--- config.mk ---
export PLATFORM = sky130hd
export DESIGN_NAME = multichannel_adc_average_scaler
export DESIGN_NICKNAME = d
export VERILOG_FILES = /design/src/mcaas_pkg.sv /design/src/multichannel_adc_average_scaler.sv
export SDC_FILE = /design/constraint.sdc
export NUM_CORES = 2
export LEC_CHECK = 0
export ABC_CLOCK_PERIOD_IN_PS = 14220
export BUFFER_PORTS_ARGS = -buffer_cell sky130_fd_sc_hd__buf_2
export CAP_MARGIN = 20
export CORE_MARGIN = 4
export CORE_UTILIZATION = 65
export CTS_BUF_LIST = sky130_fd_sc_hd__clkbuf_16
export CTS_CLUSTER_SIZE = 16
export DETAILED_ROUTE_END_ITERATION = 12
export PLACE_DENSITY = 0.87
export SLEW_MARGIN = 15
export SYNTH_ARGS = -nofsm -noshare
export SYNTH_HDL_FRONTEND = slang
export SYNTH_SLANG_ARGS = --single-unit
--- constraint.sdc ---
create_clock -name i_clk -period 14.22 [get_ports i_clk]
set_input_delay 1.422 -clock i_clk [delete_from_list [all_inputs] [get_ports i_clk]]
set_output_delay 1.422 -clock i_clk [all_outputs]
set_load 0.02 [all_outputs]
--- src/mcaas_pkg.sv ---
// mcaas_pkg: shared types, constants and the channel group table
// for the multichannel average scaler
// no dependencies
package mcaas_pkg;

    // default sizing for the top level parameters
    localparam int CHANNELS_DEF    = 12;
    localparam int DEPTH_DEF       = 8;
    localparam int SAMPLE_BITS_DEF = 12;

    // fixed field widths
    localparam int KIND_W    = 1;
    localparam int CHAN_W    = 4;
    localparam int SAMPLE_W  = 12;
    localparam int SUM_W     = 16;
    localparam int SCALE_W   = 16;
    localparam int READING_W = 16;
    localparam int PROD_W    = SUM_W + SCALE_W;
    localparam int SCALE_SHIFT = 12;

    // configuration port
    localparam int CFG_IDX_W  = 2;
    localparam int CFG_DATA_W = 16;
    localparam logic [SCALE_W-1:0] SCALE_RESET = 16'd4096;

    // register indexes
    localparam logic [CFG_IDX_W-1:0] REG_OUT_VOLTAGE  = 2'd0;
    localparam logic [CFG_IDX_W-1:0] REG_OUT_CURRENT  = 2'd1;
    localparam logic [CFG_IDX_W-1:0] REG_WIDE_INPUT   = 2'd2;
    localparam logic [CFG_IDX_W-1:0] REG_NARROW_INPUT = 2'd3;

    // item kinds
    localparam logic [KIND_W-1:0] KIND_SAMPLE = 1'b0;
    localparam logic [KIND_W-1:0] KIND_READ   = 1'b1;

    typedef struct packed {
        logic [KIND_W-1:0]   kind;
        logic [CHAN_W-1:0]   channel;
        logic [SAMPLE_W-1:0] sample;
        logic                end_of_scan;
    } t_in_item;

    typedef struct packed {
        logic [CHAN_W-1:0]    channel_echo;
        logic [READING_W-1:0] reading;
    } t_out_item;

    // gain group of each channel, unused channels fall to output voltage
    function automatic logic [CFG_IDX_W-1:0] group_of_channel(input logic [CHAN_W-1:0] chan);
        logic [CFG_IDX_W-1:0] grp;
        case (chan)
            4'd2, 4'd7, 4'd8, 4'd9: grp = REG_OUT_CURRENT;
            4'd3, 4'd4:             grp = REG_WIDE_INPUT;
            4'd10, 4'd11:           grp = REG_NARROW_INPUT;
            default:                grp = REG_OUT_VOLTAGE;
        endcase
        return grp;
    endfunction

endpackage

--- src/multichannel_adc_average_scaler.sv ---
// multichannel_adc_average_scaler: ring of converter scans, boxcar sum and gain per group
// depends on mcaas_pkg
//
//  channel | direction | handshake               | payload
//  in      | input     | i_in_valid / o_in_stall | i_in_item  (t_in_item)
//  out     | output    | o_out_valid / i_out_stall | o_out_item (t_out_item)
//  cfg     | input     | i_cfg_we                | i_cfg_index, i_cfg_data
//
// a sample item is stored in the cycle it is accepted, the next item may follow at once
// a read item walks the DEPTH ring slots of its channel through the single memory read
// port, one slot a cycle, then the last read is summed and scaled before the result
// is loaded, and the input stalls meanwhile
// a result waiting on a stalled output holds the sequencer in its last step
// reset clears slot pointer and per-entry valid bits, presets the gains, no clearing pass
module multichannel_adc_average_scaler #(
    parameter int CHANNELS    = mcaas_pkg::CHANNELS_DEF,
    parameter int DEPTH       = mcaas_pkg::DEPTH_DEF,
    parameter int SAMPLE_BITS = mcaas_pkg::SAMPLE_BITS_DEF
) (
    input  logic                         i_clk,
    input  logic                         i_rst_n,
    input  logic                         i_in_valid,
    output logic                         o_in_stall,
    input  mcaas_pkg::t_in_item          i_in_item,
    output logic                         o_out_valid,
    input  logic                         i_out_stall,
    output mcaas_pkg::t_out_item         o_out_item,
    input  logic                         i_cfg_we,
    input  logic [mcaas_pkg::CFG_IDX_W-1:0]  i_cfg_index,
    input  logic [mcaas_pkg::CFG_DATA_W-1:0] i_cfg_data
);
    import mcaas_pkg::*;

    localparam int CH_W      = (CHANNELS > 1) ? $clog2(CHANNELS) : 1;
    localparam int SLOT_W    = $clog2(DEPTH);
    localparam int ADDR_W    = SLOT_W + CH_W;
    localparam int MEM_DEPTH = 1 << ADDR_W;
    localparam logic [SLOT_W-1:0] LAST_SLOT = SLOT_W'(DEPTH - 1);
    localparam logic [CHAN_W:0]   CHAN_LIMIT = (CHAN_W + 1)'(CHANNELS);

    typedef enum logic [4:0] {
        S_IDLE = 5'b00001,
        S_READ = 5'b00010,
        S_LAST = 5'b00100,
        S_MUL  = 5'b01000,
        S_OUT  = 5'b10000
    } t_state;

    t_state                 r_state;
    t_state                 n_state;
    logic [SLOT_W-1:0]      r_slot;
    logic [SLOT_W-1:0]      r_idx;
    logic [CHAN_W-1:0]      r_chan;
    logic                   r_chan_ok;
    logic [SUM_W-1:0]       r_sum;
    logic [READING_W-1:0]   r_read;
    logic                   r_acc_en;
    logic [SAMPLE_BITS-1:0] r_rd_data;
    logic                   r_rd_ok;
    logic [SCALE_W-1:0]     r_scale [4];
    logic [MEM_DEPTH-1:0]   r_vld;
    logic [SAMPLE_BITS-1:0] r_mem [MEM_DEPTH];
    logic                   r_out_valid;
    t_out_item              r_out_item;

    logic              in_acc;
    logic              chan_in_range;
    logic              wr_en;
    logic [ADDR_W-1:0] wr_addr;
    logic [ADDR_W-1:0] rd_addr;
    logic              rd_en;
    logic              out_free;
    logic [PROD_W-1:0] product;
    logic [SCALE_W-1:0] scale_sel;

    assign o_in_stall  = (r_state != S_IDLE);
    assign in_acc      = i_in_valid && (r_state == S_IDLE);
    assign chan_in_range = ({1'b0, i_in_item.channel} < CHAN_LIMIT);
    assign out_free    = !r_out_valid || !i_out_stall;

    // sample store addressing
    assign wr_en   = in_acc && (i_in_item.kind == KIND_SAMPLE) && chan_in_range;
    assign wr_addr = {r_slot, i_in_item.channel[CH_W-1:0]};
    assign rd_en   = (r_state == S_READ);
    assign rd_addr = {r_idx, r_chan[CH_W-1:0]};

    // gain of the requested channel and the one multiply
    assign scale_sel = r_scale[group_of_channel(r_chan)];
    assign product   = PROD_W'(r_sum) * PROD_W'(scale_sel);

    // sequencer next state
    always_comb begin
        n_state = r_state;
        case (r_state)
            S_IDLE: begin
                if (in_acc && (i_in_item.kind == KIND_READ)) begin
                    n_state = S_READ;
                end
            end
            S_READ: begin
                if (r_idx == LAST_SLOT) begin
                    n_state = S_LAST;
                end
            end
            S_LAST: n_state = S_MUL;
            S_MUL:  n_state = S_OUT;
            S_OUT: begin
                if (out_free) begin
                    n_state = S_IDLE;
                end
            end
            default: n_state = S_IDLE;
        endcase
    end

    // control registers
    always_ff @(posedge i_clk) begin
        if (!i_rst_n) begin
            r_state     <= S_IDLE;
            r_slot      <= '0;
            r_idx       <= '0;
            r_acc_en    <= 1'b0;
            r_vld       <= '0;
            r_out_valid <= 1'b0;
        end else begin
            r_state  <= n_state;
            r_acc_en <= rd_en;
            if (wr_en) begin
                r_vld[wr_addr] <= 1'b1;
            end
            // slot advance at scan end, sample items only
            if (in_acc && (i_in_item.kind == KIND_SAMPLE) && i_in_item.end_of_scan) begin
                r_slot <= (r_slot == LAST_SLOT) ? '0 : r_slot + 1'b1;
            end
            if (in_acc) begin
                r_idx <= '0;
            end else if (rd_en) begin
                r_idx <= r_idx + 1'b1;
            end
            // output register
            if (r_state == S_OUT && out_free) begin
                r_out_valid <= 1'b1;
            end else if (!i_out_stall) begin
                r_out_valid <= 1'b0;
            end
        end
    end

    // gain registers
    always_ff @(posedge i_clk) begin
        if (!i_rst_n) begin
            r_scale[0] <= SCALE_RESET;
            r_scale[1] <= SCALE_RESET;
            r_scale[2] <= SCALE_RESET;
            r_scale[3] <= SCALE_RESET;
        end else if (i_cfg_we) begin
            case (i_cfg_index)
                REG_OUT_VOLTAGE:  r_scale[0] <= SCALE_W'(i_cfg_data);
                REG_OUT_CURRENT:  r_scale[1] <= SCALE_W'(i_cfg_data);
                REG_WIDE_INPUT:   r_scale[2] <= SCALE_W'(i_cfg_data);
                REG_NARROW_INPUT: r_scale[3] <= SCALE_W'(i_cfg_data);
                default: ;
            endcase
        end
    end

    // sample memory, one write and one registered read port
    always_ff @(posedge i_clk) begin
        if (wr_en) begin
            r_mem[wr_addr] <= SAMPLE_BITS'(i_in_item.sample);
        end
    end

    always_ff @(posedge i_clk) begin
        r_rd_data <= r_mem[rd_addr];
        r_rd_ok   <= r_vld[rd_addr];
    end

    // datapath: latch request, accumulate, scale, load result
    always_ff @(posedge i_clk) begin
        if (in_acc) begin
            r_chan    <= i_in_item.channel;
            r_chan_ok <= chan_in_range;
            r_sum     <= '0;
        end else if (r_acc_en) begin
            r_sum <= r_sum + (r_rd_ok ? SUM_W'(r_rd_data) : '0);
        end
        if (r_state == S_MUL) begin
            r_read <= r_chan_ok ? product[SCALE_SHIFT +: READING_W] : '0;
        end
        if (r_state == S_OUT && out_free) begin
            r_out_item.channel_echo <= r_chan;
            r_out_item.reading      <= r_read;
        end
    end

    assign o_out_valid = r_out_valid;
    assign o_out_item  = r_out_item;

endmodule
### Yosys cells after proc, flatten, opt, wreduce, memory -nomap -nowiden

Memories as Yosys holds them, arrays and structs flattened. A register that Yosys moved wholly into a read port is not among the register bits.
Index checks and enable logic that the tools add are counted.

* register bits: 199
* bits in latches: 0
* bits in writable memories: 1600
* bits in read-only memories: 32
* memories kept: 3

Memories
* r_mem: words 128, bits a word 12, rd ports 1, clocked after memory_dff 1, write ports 1, RTL line multichannel_adc_average_scaler.sv:62 `logic [SAMPLE_BITS-1:0] r_mem [MEM_DEPTH];`
* r_scale: words 4, bits a word 16, rd ports 1, clocked after memory_dff 0, write ports 4, RTL line multichannel_adc_average_scaler.sv:60 `logic [SCALE_W-1:0] r_scale [4];`
* (name not given): words 16, bits a word 2, rd ports 1, clocked after memory_dff 1, write ports 0, RTL line mcaas_pkg.sv:51 `case (chan)`

* $add $sub $neg: 3
* multiply operators: 1
* div/mod/pow operators: 0
* $lt $le $gt $ge: 4
* equal/unequal tests: 15
* shift-type cells: 0
* muxes and demuxes: 36
* bitwise logic cells: 7
* reduce and logical (&&, ||, !) cells: 13

Operators by type and width (count)
* 128-bit bitwise OR: 1
* 16-bit two-way mux: 4
* 16-bit by 16-bit multiplier with 28-bit output: 1
* 5-bit case mux with 5 select lines: 1
* 1-bit two-way mux: 23
* 16-bit by 12-bit adder with 16-bit output: 1
* 7-bit by 8-bit < comparator with 1-bit output, second input constant: 2
* 5-bit two-way mux: 3
* 12-bit two-way mux: 1
* 1-bit binary-select mux with 7-bit select: 1
* 1-bit demux with 7-bit select: 1
* 7-bit by 1-bit greater-or-equal comparator with 1-bit output, second input constant: 1
* 1-bit logical AND: 7
* 3-bit by 1-bit adder with 3-bit output, second input constant: 2
* 3-bit equality test, second input constant: 2
* 2-bit by 1-bit inequality test with 1-bit output, second input constant: 3
* 5-bit by 1-bit equality test with 1-bit output, second input constant: 1
* 5-bit by 2-bit equality test with 1-bit output, second input constant: 1
* 5-bit by 3-bit equality test with 1-bit output, second input constant: 1
* 5-bit by 4-bit equality test with 1-bit output, second input constant: 1
* 5-bit equality test, second input constant: 1
* 5-bit by 1-bit inequality test with 1-bit output, second input constant: 1
* 2-bit equality test, second input constant: 2
* 4-bit < comparator, second input constant: 1
* other kinds (11): 16

### Longest topological paths before layout

* depth after elaboration: 6
* mapped depth: 26

### Worst setup path before layout

No wires, ideal clock.

* path type: register -> register
* from: reg (tool-made name)
* to: reg r_read[15] (data pin)
* library setup time: 259 ps
* arrival time: 6870 ps
* data required time: 13961 ps
* slack: 7091 ps
* stages on the path, launching flop included: 24
* buffers on the path: 3
* period minus slack after synthesis: 7129 ps
* cell sequence: dfxtp_1 -> buf_2 -> buf_1 -> mux4_2 -> clkbuf_1 -> and2_1 -> fa_1 -> inv_1 -> fa_1 -> inv_1 -> fa_1 -> fa_1 -> fa_1 -> inv_1 -> fa_1 -> inv_1 -> ha_1 -> and3_1 -> a221oi_1 -> o21ai_1 -> o211ai_1 -> a21oi_1 -> or2_1 -> a211o_1

RTL lines
* to (signal assigned): RTL line multichannel_adc_average_scaler.sv:189 `r_read <= r_chan_ok ? product[SCALE_SHIFT +: READING_W] : '0;`
* to (decl): RTL line multichannel_adc_average_scaler.sv:56 `logic [READING_W-1:0] r_read;`

==> flow_metrics.py <==
metrics = {
    "sta": {
        "fin_crit_sh_pct": 51.46,
        "finalCriticalPeriod_ps": 7317,
        "rsz0062_at_grt": "false",
        "setup_tns_ps": 0,
        "slew_headroom_pct": 19.98,
        "tightest_slew_ps": 1200,
        "slew_violations": 0,
        "hold_viol_final": 0,
        "setup_viol_count_final": 0,
        "fmax_ghz": 0.1367,
        "clock_skew_ps": 28.59,
    },
    "floorplan": {
        "die_w_um": 351.9,
        "start_util_pct": 65.80,
        "num_rows": 125,
        "ios": 63,
        "core_um2": 116800,
        "die-area_um2": 123800,
        "die_h_um": 351.9,
    },
    "setup_path": {
        "required_ps": 14770,
        "reg2reg_slack_ps": 6900,
        "crit_arrival_ps": 7860,
        "path_max_fanout": 16,
        "cp_top_family": "adder cells",
        "crit_path_frequent_cell": "fa_1",
        "critical_path.slowest_cell": "mux4_2",
        "max_stage_delay_ps": 690,
        "criticalPathCategory": "flip-flop to flip-flop",
        "cp-start-kind": "flip-flop",
        "cp_num_buf_inv": 5,
        "crit_chain": "buf_8, mux4_2, and2_1, fa_1, inv_1, fa_1, inv_1, fa_1, fa_1, fa_1, inv_1, fa_1, inv_1, ha_1, and3_1, a221oi_1, o21ai_1, o211ai_1, a21oi_1, or2_1, a211o_1",
        "worst-path-stages": 21,
        "critPathCaptureType": "flip-flop",
        "reg2reg_depth": 21,
    },
    "route": {
        "ant_nets": 0,
        "viasPerCell": 6.887,
        "wl_um": 207000,
        "via_count": 42380,
        "drt-initial-drc-count": 6974,
        "wire_per_inst_um": 33.64,
        "remaining_drc_errors": 0,
        "drt_pre_antenna_iters": 6,
    },
    "placed_design": {
        "place_inst": 5812,
        "dp_hpwl_um": 106700,
        "gp_congestion": 0.8446,
        "portBuffers": 62,
    },
    "yosys": {
        "ys_ff_latch": 1813,
        "synth_fa_ha_area_share_pct": 6.484,
        "yosysTopAreaCellShare_pct": 64.10,
        "synth_largest_area_cell": "edfxtp_1",
        "synth_common_cells": "edfxtp_1, mux4_2, and2_1",
        "synth_compound_area_share_pct": 1.616,
        "synth_top_family_by_area": "multiplexers",
        "synth_cell_type_count": 53,
        "synthXorXnorAreaFrac_pct": 0.3304,
        "async_reset_ff_share_pct": 0,
        "syn_inst": 3937,
        "synth-seq-area-share_pct": 68.58,
        "synthTopCellsByArea": "edfxtp_1, mux4_2, fa_1",
        "yosysWarnings": 0,
        "synth.cell_area_um2": 76870,
        "synth_simple_gate_area_share_pct": 4.024,
        "synth-edff-count": 1641,
        "synth.area.mux_share_pct": 16.90,
        "synth_ff_type": "edfxtp_1",
        "yosysMostFrequentCell": "edfxtp_1",
        "synth.avg_cell_area_um2": 19.53,
    },
    "clock_tree": {
        "cts_resized": 0,
        "clock_path_buffers": 3,
        "clock_sinks": 1813,
        "clk_pin_slew_ps": 60,
        "cts_setup_buffers": 0,
        "cts_tree": "done",
        "cts-root-buf": "clkbuf_16",
        "htreeDepth": 4,
        "cts_made_buffers": 173,
        "clock_latency_ps": 810,
        "postCtsHoldBufs": 0,
    },
    "worst_hold_path": {
        "hold_depth": 0,
        "min_path_type": "flip-flop to flip-flop",
    },
    "power_and_ir_drop": {
        "p_leak_nw": 30.30,
        "ir_worst_vdd_v": 0.0001222,
        "p_per_area_nw_per_um2": 133.6,
    },
    "grt": {
        "grt_pass1_vias": 43990,
        "grtUsageTotal_pct": 34.75,
        "grt_pass1_wl_um": 306100,
        "grt_max_degree": 148,
        "gr-total-overflow": 0,
        "antenna_found_initial": 26,
    },
    "flow_run": {
        "max-cap-violations": 0,
    },
    "final_layout": {
        "multi_input_area_um2": 24120,
        "nNetsFinal": 4795,
        "drive_gt1_share_pct": 22.41,
        "nFillCells": 5707,
        "regArea_um2": 52720,
        "area_growth_pct": 12.63,
        "fin_util_pct": 74.11,
        "finalNonFillerCells": 6154,
    },
    "run_status": {
        "status": "finished clean",
    },
}
[state kept, by name, summed over array words and instances, names as in the netlist, named ones only]
signal / flops
r_scale: 64
r_sum: 16
o_out_item: 20
o_out_valid: 1
r_rd_data: 12
r_chan: 4
r_acc_en: 1
r_mem: 1536
r_vld: 128
r_read: 16
r_slot: 3
r_state: 5
r_rd_ok: 1
r_idx: 3
r_chan_ok: 1
[where the power goes]
group / switching, W / leakage (nW) / internal [W]
clock: 0.00211 / 2.97 / 0.00259
combinational: 0.000536 / 10.8 / 0.000344
sequential: 0.0000559 / 16.5 / 0.00593
total: 0.00270 / 30.3 / 0.00886
[routing by layer]
metal	global-route usage, %	up-vias	part of all wire, %
met4	18.06	12	6.6
li1	-	16080	-
met5	0	-	0.037
met2	55.71	3796	49
met1	45.46	21630	33
met3	7.985	870	12
[layout by cell type, fill, tap and decap left out, types with 31 or more instances in the layout]
master and count:
mux4_2 562, buf_4 112, fa_1 189, ha_1 96, clkinv_2 31, inv_1 252
edfxtp_1 1641, buf_2 49, o21a_1 99, conb_1 384, dfxtp_1 171, nand2_1 188
clkbuf_16 178, and2_1 217, clkinv_1 31, nor2_1 123
[stage by stage]
step	area [um^2]	power [W]	hold WS (ps)	setup slack, ps
2_1_floorplan	78310	0.006598	400.3	7091
3_3_place_gp	80710	0.006873	406.3	6727
3_5_place_dp	80710	0.006910	404.5	6586
4_1_cts	86450	0.01155	418.1	6587
5_1_grt	86560	0.01187	421.1	6510
6_report	86580	0.01157	417.0	6903
[cells by family after synthesis]
logic type / after synthesis
AO/OA/AOI/OAI: 177
XOR/XNOR: 29
adder cells (fa/ha/maj): 285
buffers and inverters: 405
flip-flops: 1813
multiplexers: 594
other: 1
AND/OR/NAND/NOR: 633
[worst paths after layout]
| kind | from | to |
|---|---|---|
| min | r_read[8] | o_out_item[8] |
| max | flip-flop | r_read[15] |
| min reg2reg | r_read[8] | o_out_item[8] |
| max reg2reg | flip-flop | r_read[15] |
[final cells by class]
class                   instances  area share [%]
well taps                    1524           2.202
flip-flops and latches       1813           60.89
clock buffers                 178           5.145
clock inverters               146           1.484
diodes                         12         0.03468
repair buffers                173           1.493
multi-input cells            2102           27.86
inverters                     206          0.8931
(Power assumes the default switching activity.)
